**config.mk**
```make
export PLATFORM = sky130hd
export DESIGN_NAME = nti_ctrl
export DESIGN_NICKNAME = d
export VERILOG_FILES = /design/src/rtl/nti_pkg.sv /design/src/rtl/nti_ctrl.sv
export VERILOG_INCLUDE_DIRS = /design/src /design/src/rtl
export SDC_FILE = /design/constraint.sdc
export NUM_CORES = 1
export LEC_CHECK = 0
export BUFFER_PORTS_ARGS = -buffer_cell sky130_fd_sc_hd__buf_2
export CAP_MARGIN = 20
export CORE_ASPECT_RATIO = 1.2
export CORE_UTILIZATION = 45
export CTS_BUF_LIST = sky130_fd_sc_hd__clkbuf_8
export CTS_CLUSTER_SIZE = 20
export DETAILED_ROUTE_END_ITERATION = 7
export HOLD_SLACK_MARGIN = 0.05
export PLACE_DENSITY_LB_ADDON = 0.3
export SLEW_MARGIN = 20
export SYNTH_ARGS = -nofsm -noshare
export SYNTH_HDL_FRONTEND = slang
export SYNTH_SLANG_ARGS = --single-unit
```
**constraint.sdc**
```tcl
create_clock -name clk -period 11 [get_ports clk]
set_input_delay 2.2 -clock clk [delete_from_list [all_inputs] [get_ports clk]]
set_output_delay 2.2 -clock clk [all_outputs]
set_load 0.005 [all_outputs]
```
**src/rtl/newton_table_interpolator_unit_defines.svh**
```systemverilog
// Assertion macros for the sequencer of the interpolator.
`ifndef NEWTON_TABLE_INTERPOLATOR_UNIT_DEFINES_SVH
`define NEWTON_TABLE_INTERPOLATOR_UNIT_DEFINES_SVH

// A condition that must hold at every clock edge out of reset.
`define NTI_ASSERT_ALWAYS(lbl, cond) \
  lbl: assert property (@(posedge clk) disable iff (rst) (cond)) \
    else $error("interpolator check failed");

// A trigger that must be followed by a condition in the next cycle.
`define NTI_ASSERT_NEXT(lbl, trig, cond) \
  lbl: assert property (@(posedge clk) disable iff (rst) (trig) |=> (cond)) \
    else $error("interpolator check failed");

`endif

```
**src/rtl/nti_pkg.sv**
```systemverilog
package nti_pkg;

  // Input item: a table point to load or a query abscissa.
  typedef struct packed {
    logic               opcode;
    logic signed [31:0] x_value;
    logic signed [31:0] fx_value;
  } in_item_t;

  // Result item of a query.
  typedef struct packed {
    logic signed [31:0] interp_value;
    logic [1:0]         status;
  } out_item_t;

  localparam logic OPC_LOAD  = 1'b0;
  localparam logic OPC_QUERY = 1'b1;

  localparam logic [1:0] ST_OK        = 2'd0;
  localparam logic [1:0] ST_TOO_FEW   = 2'd1;
  localparam logic [1:0] ST_BAD_ORDER = 2'd2;
  localparam logic [1:0] ST_DIV_ZERO  = 2'd3;

  localparam int MAX_ORDER = 3;
  localparam int RW = 2;        // index width of the coefficient file
  localparam int NUM_W = 49;    // shifted dividend magnitude
  localparam int DEN_W = 33;    // divisor magnitude

  // Datapath operations.
  typedef logic [3:0] op_t;
  localparam op_t OP_NOP    = 4'd0;
  localparam op_t OP_BEST   = 4'd1;
  localparam op_t OP_CMP    = 4'd2;
  localparam op_t OP_FILL   = 4'd3;
  localparam op_t OP_RFRD   = 4'd4;
  localparam op_t OP_DIVGO  = 4'd5;
  localparam op_t OP_DIVWR  = 4'd6;
  localparam op_t OP_PINIT  = 4'd7;
  localparam op_t OP_MUL    = 4'd8;
  localparam op_t OP_ACC    = 4'd9;

  typedef struct packed {
    op_t           op;
    logic [RW-1:0] ia;
    logic [RW-1:0] ib;
    logic          mem_we;
    logic          mem_re;
    logic          q_load;
    logic          res_load;
    logic [1:0]    res_status;
  } cmd_t;

  typedef struct packed {
    logic den_zero;
    logic d_lt;
    logic div_busy;
  } stat_t;

endpackage

```
**src/rtl/nti_ctrl.sv**
```systemverilog
`include "newton_table_interpolator_unit_defines.svh"

// Sequencer: table loads, nearest search, divided differences, evaluation.
module nti_ctrl #(
  parameter int MAX_POINTS = 256
) (
  input  logic                          clk,
  input  logic                          rst,
  input  logic                          cfg_wen,
  input  logic [2:0]                    cfg_wdata,
  input  logic                          in_valid,
  output logic                          in_stall,
  input  logic                          in_opcode,
  output logic                          out_valid,
  input  logic                          out_stall,
  input  nti_pkg::stat_t                stat,
  output nti_pkg::cmd_t                 cmd,
  output logic [$clog2(MAX_POINTS)-1:0] addr
);

  localparam int AW = $clog2(MAX_POINTS);
  localparam int CW = $clog2(MAX_POINTS + 1);

  localparam logic [3:0] S_IDLE  = 4'd0;
  localparam logic [3:0] S_BEST  = 4'd1;
  localparam logic [3:0] S_SCAN  = 4'd2;
  localparam logic [3:0] S_FREAD = 4'd3;
  localparam logic [3:0] S_FWR   = 4'd4;
  localparam logic [3:0] S_DRD   = 4'd5;
  localparam logic [3:0] S_DGO   = 4'd6;
  localparam logic [3:0] S_DWAIT = 4'd7;
  localparam logic [3:0] S_PRD   = 4'd8;
  localparam logic [3:0] S_PINIT = 4'd9;
  localparam logic [3:0] S_ERD   = 4'd10;
  localparam logic [3:0] S_MUL   = 4'd11;
  localparam logic [3:0] S_ACC   = 4'd12;
  localparam logic [3:0] S_RES   = 4'd13;

  logic [3:0]           state, state_next;
  logic [2:0]           order;
  logic [CW-1:0]        count, count_next;
  logic [AW-1:0]        near, near_next;
  logic [nti_pkg::RW-1:0] idx, idx_next, lev, lev_next, ord2;
  logic [1:0]           res_status, res_status_next;
  logic                 in_fire, out_fire;
  logic [CW-1:0]        upper_w;
  logic [AW-1:0]        upper, kmin;

  assign in_stall = (state != S_IDLE);
  assign in_fire  = in_valid && !in_stall;
  assign out_fire = out_valid && !out_stall;
  assign ord2     = order[nti_pkg::RW-1:0];

  // Last index at which a full set of points still fits.
  assign upper_w = count - CW'(order) - CW'(1);
  assign upper   = upper_w[AW-1:0];
  assign kmin    = (near > upper) ? upper : near;

  always_comb begin
    state_next      = state;
    count_next      = count;
    near_next       = near;
    idx_next        = idx;
    lev_next        = lev;
    res_status_next = res_status;
    cmd             = '0;
    cmd.op          = nti_pkg::OP_NOP;
    cmd.res_status  = res_status;
    addr            = near;
    unique case (state)
      S_IDLE: begin
        if (in_fire) begin
          cmd.q_load = 1'b1;
          if (in_opcode == nti_pkg::OPC_LOAD) begin
            if (count < CW'(MAX_POINTS)) begin
              cmd.mem_we = 1'b1;
              addr       = count[AW-1:0];
              count_next = count + 1'b1;
              near_next  = '0;
            end
          end else if (count == '0 || count < CW'(order) + CW'(1)) begin
            res_status_next = nti_pkg::ST_TOO_FEW;
            state_next      = S_RES;
          end else if (order > 3'(nti_pkg::MAX_ORDER)) begin
            res_status_next = nti_pkg::ST_BAD_ORDER;
            state_next      = S_RES;
          end else begin
            near_next  = kmin;
            addr       = kmin;
            cmd.mem_re = 1'b1;
            state_next = S_BEST;
          end
        end
      end
      S_BEST: begin
        cmd.op   = nti_pkg::OP_BEST;
        idx_next = '0;
        if (near < upper) begin
          addr       = near + 1'b1;
          cmd.mem_re = 1'b1;
          state_next = S_SCAN;
        end else begin
          state_next = S_FREAD;
        end
      end
      // Walk forward while the distance keeps shrinking.
      S_SCAN: begin
        cmd.op   = nti_pkg::OP_CMP;
        idx_next = '0;
        if (stat.d_lt) begin
          near_next = near + 1'b1;
          if (near + 1'b1 < upper) begin
            addr       = near + AW'(2);
            cmd.mem_re = 1'b1;
          end else begin
            state_next = S_FREAD;
          end
        end else begin
          state_next = S_FREAD;
        end
      end
      S_FREAD: begin
        addr       = near + AW'(idx);
        cmd.mem_re = 1'b1;
        state_next = S_FWR;
      end
      S_FWR: begin
        cmd.op = nti_pkg::OP_FILL;
        cmd.ia = idx;
        if (idx == ord2) begin
          if (ord2 == '0) begin
            state_next = S_PRD;
          end else begin
            lev_next   = nti_pkg::RW'(1);
            idx_next   = ord2;
            state_next = S_DRD;
          end
        end else begin
          idx_next   = idx + 1'b1;
          state_next = S_FREAD;
        end
      end
      S_DRD: begin
        cmd.op     = nti_pkg::OP_RFRD;
        cmd.ia     = idx;
        cmd.ib     = idx - lev;
        state_next = S_DGO;
      end
      S_DGO: begin
        cmd.op = nti_pkg::OP_DIVGO;
        if (stat.den_zero) begin
          res_status_next = nti_pkg::ST_DIV_ZERO;
          state_next      = S_RES;
        end else begin
          state_next = S_DWAIT;
        end
      end
      // Once the divider is done, write the quotient and step to the next difference or to evaluation.
      S_DWAIT: begin
        if (!stat.div_busy) begin
          cmd.op = nti_pkg::OP_DIVWR;
          cmd.ia = idx;
          if (idx > lev) begin
            idx_next   = idx - 1'b1;
            state_next = S_DRD;
          end else if (lev < ord2) begin
            lev_next   = lev + 1'b1;
            idx_next   = ord2;
            state_next = S_DRD;
          end else begin
            state_next = S_PRD;
          end
        end
      end
      S_PRD: begin
        cmd.op     = nti_pkg::OP_RFRD;
        cmd.ia     = ord2;
        cmd.ib     = ord2;
        state_next = S_PINIT;
      end
      S_PINIT: begin
        cmd.op          = nti_pkg::OP_PINIT;
        idx_next        = ord2;
        res_status_next = nti_pkg::ST_OK;
        state_next      = (ord2 == '0) ? S_RES : S_ERD;
      end
      S_ERD: begin
        cmd.op     = nti_pkg::OP_RFRD;
        cmd.ia     = idx - 1'b1;
        cmd.ib     = idx - 1'b1;
        state_next = S_MUL;
      end
      S_MUL: begin
        cmd.op     = nti_pkg::OP_MUL;
        state_next = S_ACC;
      end
      S_ACC: begin
        cmd.op     = nti_pkg::OP_ACC;
        idx_next   = idx - 1'b1;
        state_next = (idx == nti_pkg::RW'(1)) ? S_RES : S_ERD;
      end
      S_RES: begin
        if (!out_valid || !out_stall) begin
          cmd.res_load = 1'b1;
          state_next   = S_IDLE;
        end
      end
      default: state_next = S_IDLE;
    endcase
  end

  always_ff @(posedge clk) begin
    if (rst) begin
      state      <= S_IDLE;
      order      <= 3'd1;
      count      <= '0;
      near       <= '0;
      idx        <= '0;
      lev        <= '0;
      res_status <= nti_pkg::ST_OK;
      out_valid  <= 1'b0;
    end else begin
      state      <= state_next;
      count      <= count_next;
      near       <= near_next;
      idx        <= idx_next;
      lev        <= lev_next;
      res_status <= res_status_next;
      if (cfg_wen) begin
        order <= cfg_wdata;
      end
      if (cmd.res_load) begin
        out_valid <= 1'b1;
      end else if (out_fire) begin
        out_valid <= 1'b0;
      end
    end
  end

  // A result is only written into a free or draining output slot.
  `NTI_ASSERT_ALWAYS(a_res_slot, !cmd.res_load || !out_valid || !out_stall)
  // The fill count never passes the table size.
  `NTI_ASSERT_ALWAYS(a_count_max, count <= CW'(MAX_POINTS))
  // A load into a non-full table grows the count by one.
  `NTI_ASSERT_NEXT(a_load_count, in_fire && in_opcode == nti_pkg::OPC_LOAD &&
    count < CW'(MAX_POINTS), count == $past(count) + 1'b1)
  // The sequencer holds while the divider is running.
  `NTI_ASSERT_NEXT(a_div_hold, state == S_DWAIT && stat.div_busy, state == S_DWAIT)

endmodule

```
-- Word-level counts from Yosys, hierarchy flattened
Cells that the tools add are included.
- bits in registers: 31
- input bits: 12
- output and inout port bits: 24
- word-level logic and storage cells: 153
- add/sub/neg operators: 11
- order comparisons: 8
- equal/unequal tests: 30
- muxes and demuxes: 70
- bitwise gates (word level): 1
- reductions and logical operators: 25
- operators with widths (kind ; count):
    8-bit two-way mux ; 13
    4-bit one-hot mux with 14 select lines ; 1
    4-bit two-way mux ; 13
    4-bit one-hot mux with 9 select lines ; 1
    8-bit one-hot mux with 4 select lines ; 1
    2-bit two-way mux ; 15
    4-bit equality test (second input constant) ; 6
    2-bit inequality test (second input constant) ; 10
    4-bit by 3-bit equality test with 1-bit output (second input constant) ; 4
    8-bit < comparator ; 2
    8-bit one-hot mux with 2 select lines ; 1
    1-bit two-way mux ; 15
    3-bit inequality test (second input constant) ; 5
    2-bit one-hot mux with 3 select lines ; 2
    4-bit AND reduction ; 3
    2-bit one-hot mux with 5 select lines ; 1
    5-bit AND reduction ; 2
    9-bit by 1-bit adder with 9-bit output (second input constant) ; 1
    9-bit logical NOT ; 1
    9-bit by 4-bit < comparator with 1-bit output ; 1
    9-bit < comparator (second input constant) ; 1
    3-bit two-way mux ; 3
    8-bit by 1-bit adder with 8-bit output (second input constant) ; 1
    8-bit by 2-bit adder with 8-bit output ; 1
    other kinds (32) ; 41

-- Longest topological paths before layout
- depth in word-level cells: 9
- mapped depth: 17
- gate-level depth less buffers: 16

-- Worst setup path after synthesis
OpenSTA, ideal clock, no wires.
- path type: register -> output
- start point: reg order[1]
- end point: out addr[1]
- arrival: 3934 ps
- data required time: 8800 ps
- setup slack: 4866 ps
- cell stages (with the launch flop): 17
- path buffers: 1
- cells stage by stage: dfxtp_1 -> clkbuf_1 -> inv_1 -> ha_1 -> a21o_1 -> a2111oi_4 -> nand2_1 -> xor2_1 -> ha_1 -> and3_1 -> o2111a_1 -> a211oi_2 -> o211a_2 -> nor3_4 -> mux2_1 -> a211o_1 -> o211ai_1
- word-level cells in the longest chain between the ends: 9
- elaborated cells between the ends (all ways): 18
- classes of those cells: add/sub: 3; order compare: 5; mux: 9; reduce/logical: 1
- ends and longest elaborated chain (what ; RTL line ; RTL):
    start, declared ; nti_ctrl.sv:40 ; logic [2:0] order;
    start signal, assigned ; nti_ctrl.sv:230 ; order <= cfg_wdata;
    8-bit by 3-bit subtractor with 8-bit output ; nti_ctrl.sv:55 ; assign upper_w = count - CW'(order) - CW'(1);
    8-bit by 1-bit subtractor with 8-bit output ; nti_ctrl.sv:55 ;
    8-bit greater-than comparator ; nti_ctrl.sv:57 ; assign kmin = (near > upper) ? upper : near;
    8-bit two-way mux ; nti_ctrl.sv:57 ;
    8-bit two-way mux (2 in a row) ; - ;
    8-bit two-way mux ; nti_ctrl.sv:74 ; if (in_opcode == nti_pkg::OPC_LOAD) begin
    8-bit two-way mux ; nti_ctrl.sv:72 ; if (in_fire) begin
    8-bit one-hot mux with 4 select lines * ; nti_ctrl.sv:70 ; unique case (state)
    end, declared ; nti_ctrl.sv:18 ; output logic [$clog2(MAX_POINTS)-1:0] addr
Every way passes the cells marked *; elsewhere a longest branch is shown, timed or not.

-- Worst setup path after layout
- start point: reg order[1]
- end point: out addr[7]
Same word-level chain as after synthesis.

==> impl_summary.md <==
CTS
The CTS tree is done. The total number of H-tree levels is 2. The clock net in this run drives a total of 31 sinks. Buffers added to address setup during post-CTS repair amount to 0. The number of buffers added by the clock tree synthesis step is 5. Clock-pin slew was measured on the worst setup and hold paths at 70 ps. The number of buffers on the longest clock path is 2. The number of gates resized after cts is 0. The root buffer cell chosen for the clock tree is clkbuf_8.

The number of hold buffers added after CTS is 0. The clock insertion delay at the later pin of the skew report is 300 ps.

STA
The fraction of the cycle the final worst path needs is 69.0%. The number of pins exceeding their max-slew limit in the final report is 0. The setup clock skew after layout is 9.28 ps. At the pin with the least slew margin, the transition time is 1110 ps. Based on the critical path, the design can be clocked at up to 0.132 GHz. The final sum of negative setup slack is 0 ps. The final-report hold violation count is 0. In this run the tightest slew margin relative to its limit is 25.8%.

The worst setup margin is 3410 ps. The smallest clock period supported by the final layout is computed as 7590 ps. Setup repair after global routing left no endpoint under its margin. The number of setup violations in the final report is 0.

Synthesis
A synthesized cell averages 7.20 µm². The post-synthesis mux area share is 3.88%. The post-synthesis compound-gate area fraction is 30.3%. After synthesis, the largest family of logic cells by area is compound AO/OA/AOI/OAI gates. The Yosys step of the flow raised 0 warnings.

Counting flops with a built-in enable in the synthesized netlist gives 0. Synthesis instantiated 71 different standard cells from the library. The post-synthesis share of cell area spent on full adders, half adders and majority gates is 12.2%.

The cell area that synthesis handed to floorplanning was 3970 µm². In the synthesized netlist, the number of instances is 551. The synthesized netlist devotes 6.31% of its cell area to XOR and XNOR gates.

Of the synthesized area, sequential elements account for 15.6%. The most common flop cell mapped by yosys is dfxtp_1. The number of nets in the synthesized netlist is 600. The total of flip-flops plus latches after synthesis is 31.

Of all flip-flops after synthesis, the portion carrying an async set or reset was 0%. The area fraction in and, or, nand and nor cells after synthesis is 24.7%.

Placed design
The placed cell area is 4150 µm². The final weighted congestion of routability-driven global placement is 0.949. The HPWL after detailed placement is 9470 µm.

Buffers placed on the I/O ports in this run total 35. The worst setup slack before clock tree synthesis is 3870 ps.

Setup path
The setup path with the least slack is of type flop to output pin. The endpoint identified for the worst register-to-register timing path is state[2]. STA classifies the critical path startpoint as a flop. The depth of the most critical reg-to-reg path is 14. STA classifies the critical path endpoint as an output pin. The launch point of the worst reg-to-reg path is order[1]. The highest fanout seen on the critical path is 12. At the worst endpoint, the arrival time is 5390 ps.

The setup check on the worst reg-to-reg path leaves a slack of 6130 ps. STA puts the critical path data required time at 8800 ps.

Power and ir drop
The net load switching power is 0.000480 W. The portion of total power attributed to sequential cells is 24.1%. IR analysis of the VDD net gives a maximum drop of 0.233 mV.

The switching fraction of total power is 53.6%. Combinational logic burns 65.6% of the power. Cell internal power was estimated by the tool at 0.000416 W. For this design the static power due to leakage is 1.80 nW. Per report_power, the clock group accounts for 10.3% of the total. The total power divided by cell area is 211 nW/µm².

Routing
Once detail routing completed, the nets flagged for antenna violations numbered 0. For this run, the detailed router's first-pass iteration total came to 5. The overall routed net length is 12,700 µm.

In this run, the number of DRC markers left after iteration 0 of detailed routing was 525. The DRC violation count after routing is 0. The routed via count is 4,336. The mean number of vias per cell is 6.39.

After detailed routing, the average wire length per cell comes to 18.7 µm.

Die
The die covers 9200 µm². The die height is 105 µm. The area of the core is 8560 µm². The initial utilization of the core area, before any placement, comes to 46.3%. The floorplan has 37 rows. The top-level I/O count is 36. In this run the horizontal extent of the chip is 87.7 µm.

Flow run
The count of max-cap constraint violations is 0.

Finish
The repair_antennas step left the layout with diodes totalling 0. With fillers left out, the area of the finished cells amounts to 4240 µm². The final-layout fill cell count is 892. Once layout is complete, the utilization of the core stands at 49.5%. The fraction of layout cells with a size suffix above 1 is 11.0%.

The final net count is 610. Summing all flip-flop and latch instances after layout gives 621 µm². The area added between synthesis and finish is 6.84%.

The library cells used most frequently in the layout, excluding fill and tap cells, are nand2_1, nor2_1, a21oi_1, o21ai_0, buf_2. The combined area of the multi-input logic cells is 3070 µm². Leaving out fill and tap cells, the most frequent cell in the layout is nand2_1.

Global routing
The total overflow left after global routing is 0. The global-route wire length before repair is 20,400 µm. The via count of the first global-routing pass was 4,084.

The largest net degree at the start of global routing is 38. The initial antenna violation count is 0. Global routing used 28.4% of the available tracks.

Hold path
The worst hold path belongs to the class flop to flop. The worst hold path begins at lev[1]. For hold timing, the worst endpoint is lev[1]. The worst hold path was traced through 2 stages.

Outcome
The flow ran to the end, and the final reports show no timing, DRC or antenna violations.
## per-layer routing
| metal | track usage, % | routed length [µm] |
|---|---|---|
| met1 | 36.5 | 5460 |
| met3 | 3.55 | 750 |
| met5 | 0 | 0 |
| met2 | 44.1 | 5750 |
| met4 | 17.7 | 746 |
## registers in the layout, indices dropped and copies added, names as in the netlist
register	count
count	9
idx	2
lev	2
near	8
order	3
out_valid	1
res_status	2
state	4
## worst max-delay path, stage by stage, from the launching register on
cell and delay, ps:
dfxtp_1 550, inv_1 160, ha_1 340, a21o_1 260, a2111oi_4 410, nand2_1 110
xor2_1 320, ha_1 330, a2111oi_0 540, nand3_1 200, o221ai_1 900, nand2_1 200
nor3b_1 250, a21oi_1 60, o221ai_1 300, buf_2 170
## metrics by stage
step / total power [W] / hold slack [ps] / std cells
after floorplan: 0.000605 / 466 / 551
after global routing: 0.000963 / 566 / 679
after CTS: 0.000878 / 535 / 678
after global placement: 0.000782 / 515 / 670
after detailed placement: 0.000782 / 523 / 670
final: 0.000896 / 530 / 679
## kinds of logic (layout without fill, tap and decap cells)
| kind of cell | count (synthesis) | in the layout |
|---|---|---|
| muxes | 15 | 15 |
| AOI/OAI and AO/OA | 178 | 178 |
| buffers and inverters | 67 | 78 |
| adders and majority gates | 37 | 37 |
| xor gates and xnor gates | 27 | 27 |
| and+or+nand+nor | 196 | 196 |
| DFF | 31 | 31 |
## how the worst max path moves through the flow
stage / startpoint / to / slack, ps
after floorplan: order[1] / addr[1] / 4870
after global placement: order[1] / addr[7] / 4060
after detailed placement: order[1] / addr[7] / 3870
after CTS: order[1] / addr[7] / 3510
after global routing: order[1] / addr[7] / 2980
final: order[1] / addr[7] / 3410
## power groups by stage
stage / Combinational (W) / Sequential, W / Clock [W]
detailed placement: 0.000567 / 0.000216 / 0
CTS: 0.000571 / 0.000213 / 0.0000943
global route: 0.000643 / 0.000220 / 0.0000995
finish: 0.000588 / 0.000216 / 0.0000920
global placement: 0.000568 / 0.000214 / 0
floorplan: 0.000452 / 0.000153 / 0
## final cells by class
class                   instances  area share (%)
clock inverters                 3           0.295
well taps                     117            3.45
inverters                      32            2.83
multi-input cells             453            72.5
repair buffers                 38            4.66
flip-flops and latches         31            14.6
clock buffers                   5            1.62
## synthesized netlist by cell type (4+ instances only)
master / instances / area (µm²)
o21ai_0: 36 / 180
nor4_1: 5 / 31.3
o22a_1: 4 / 35.0
a221oi_1: 7 / 61.3
or3_1: 4 / 25.0
clkbuf_1: 26 / 97.6
nor2_1: 51 / 191
xnor2_1: 17 / 149
nand3_1: 17 / 85.1
o221ai_1: 5 / 43.8
o22ai_1: 4 / 25.0
o21a_1: 5 / 37.5
a21oi_1: 42 / 210
nand4_1: 5 / 31.3
and3_1: 5 / 31.3
mux2i_1: 12 / 120
inv_1: 31 / 116
nand2_1: 53 / 199
a22oi_1: 7 / 52.6
a21o_1: 5 / 37.5
a211oi_1: 10 / 75.1
or2_2: 4 / 25.0
xor2_1: 9 / 78.8
nand2b_1: 11 / 68.8
ha_1: 34 / 425
dfxtp_1: 31 / 621
nor2b_1: 9 / 56.3
o211ai_1: 8 / 60.1
nor3_1: 12 / 60.1
a31oi_1: 10 / 62.6
Note: power is estimated with default switching activity, not from simulation.
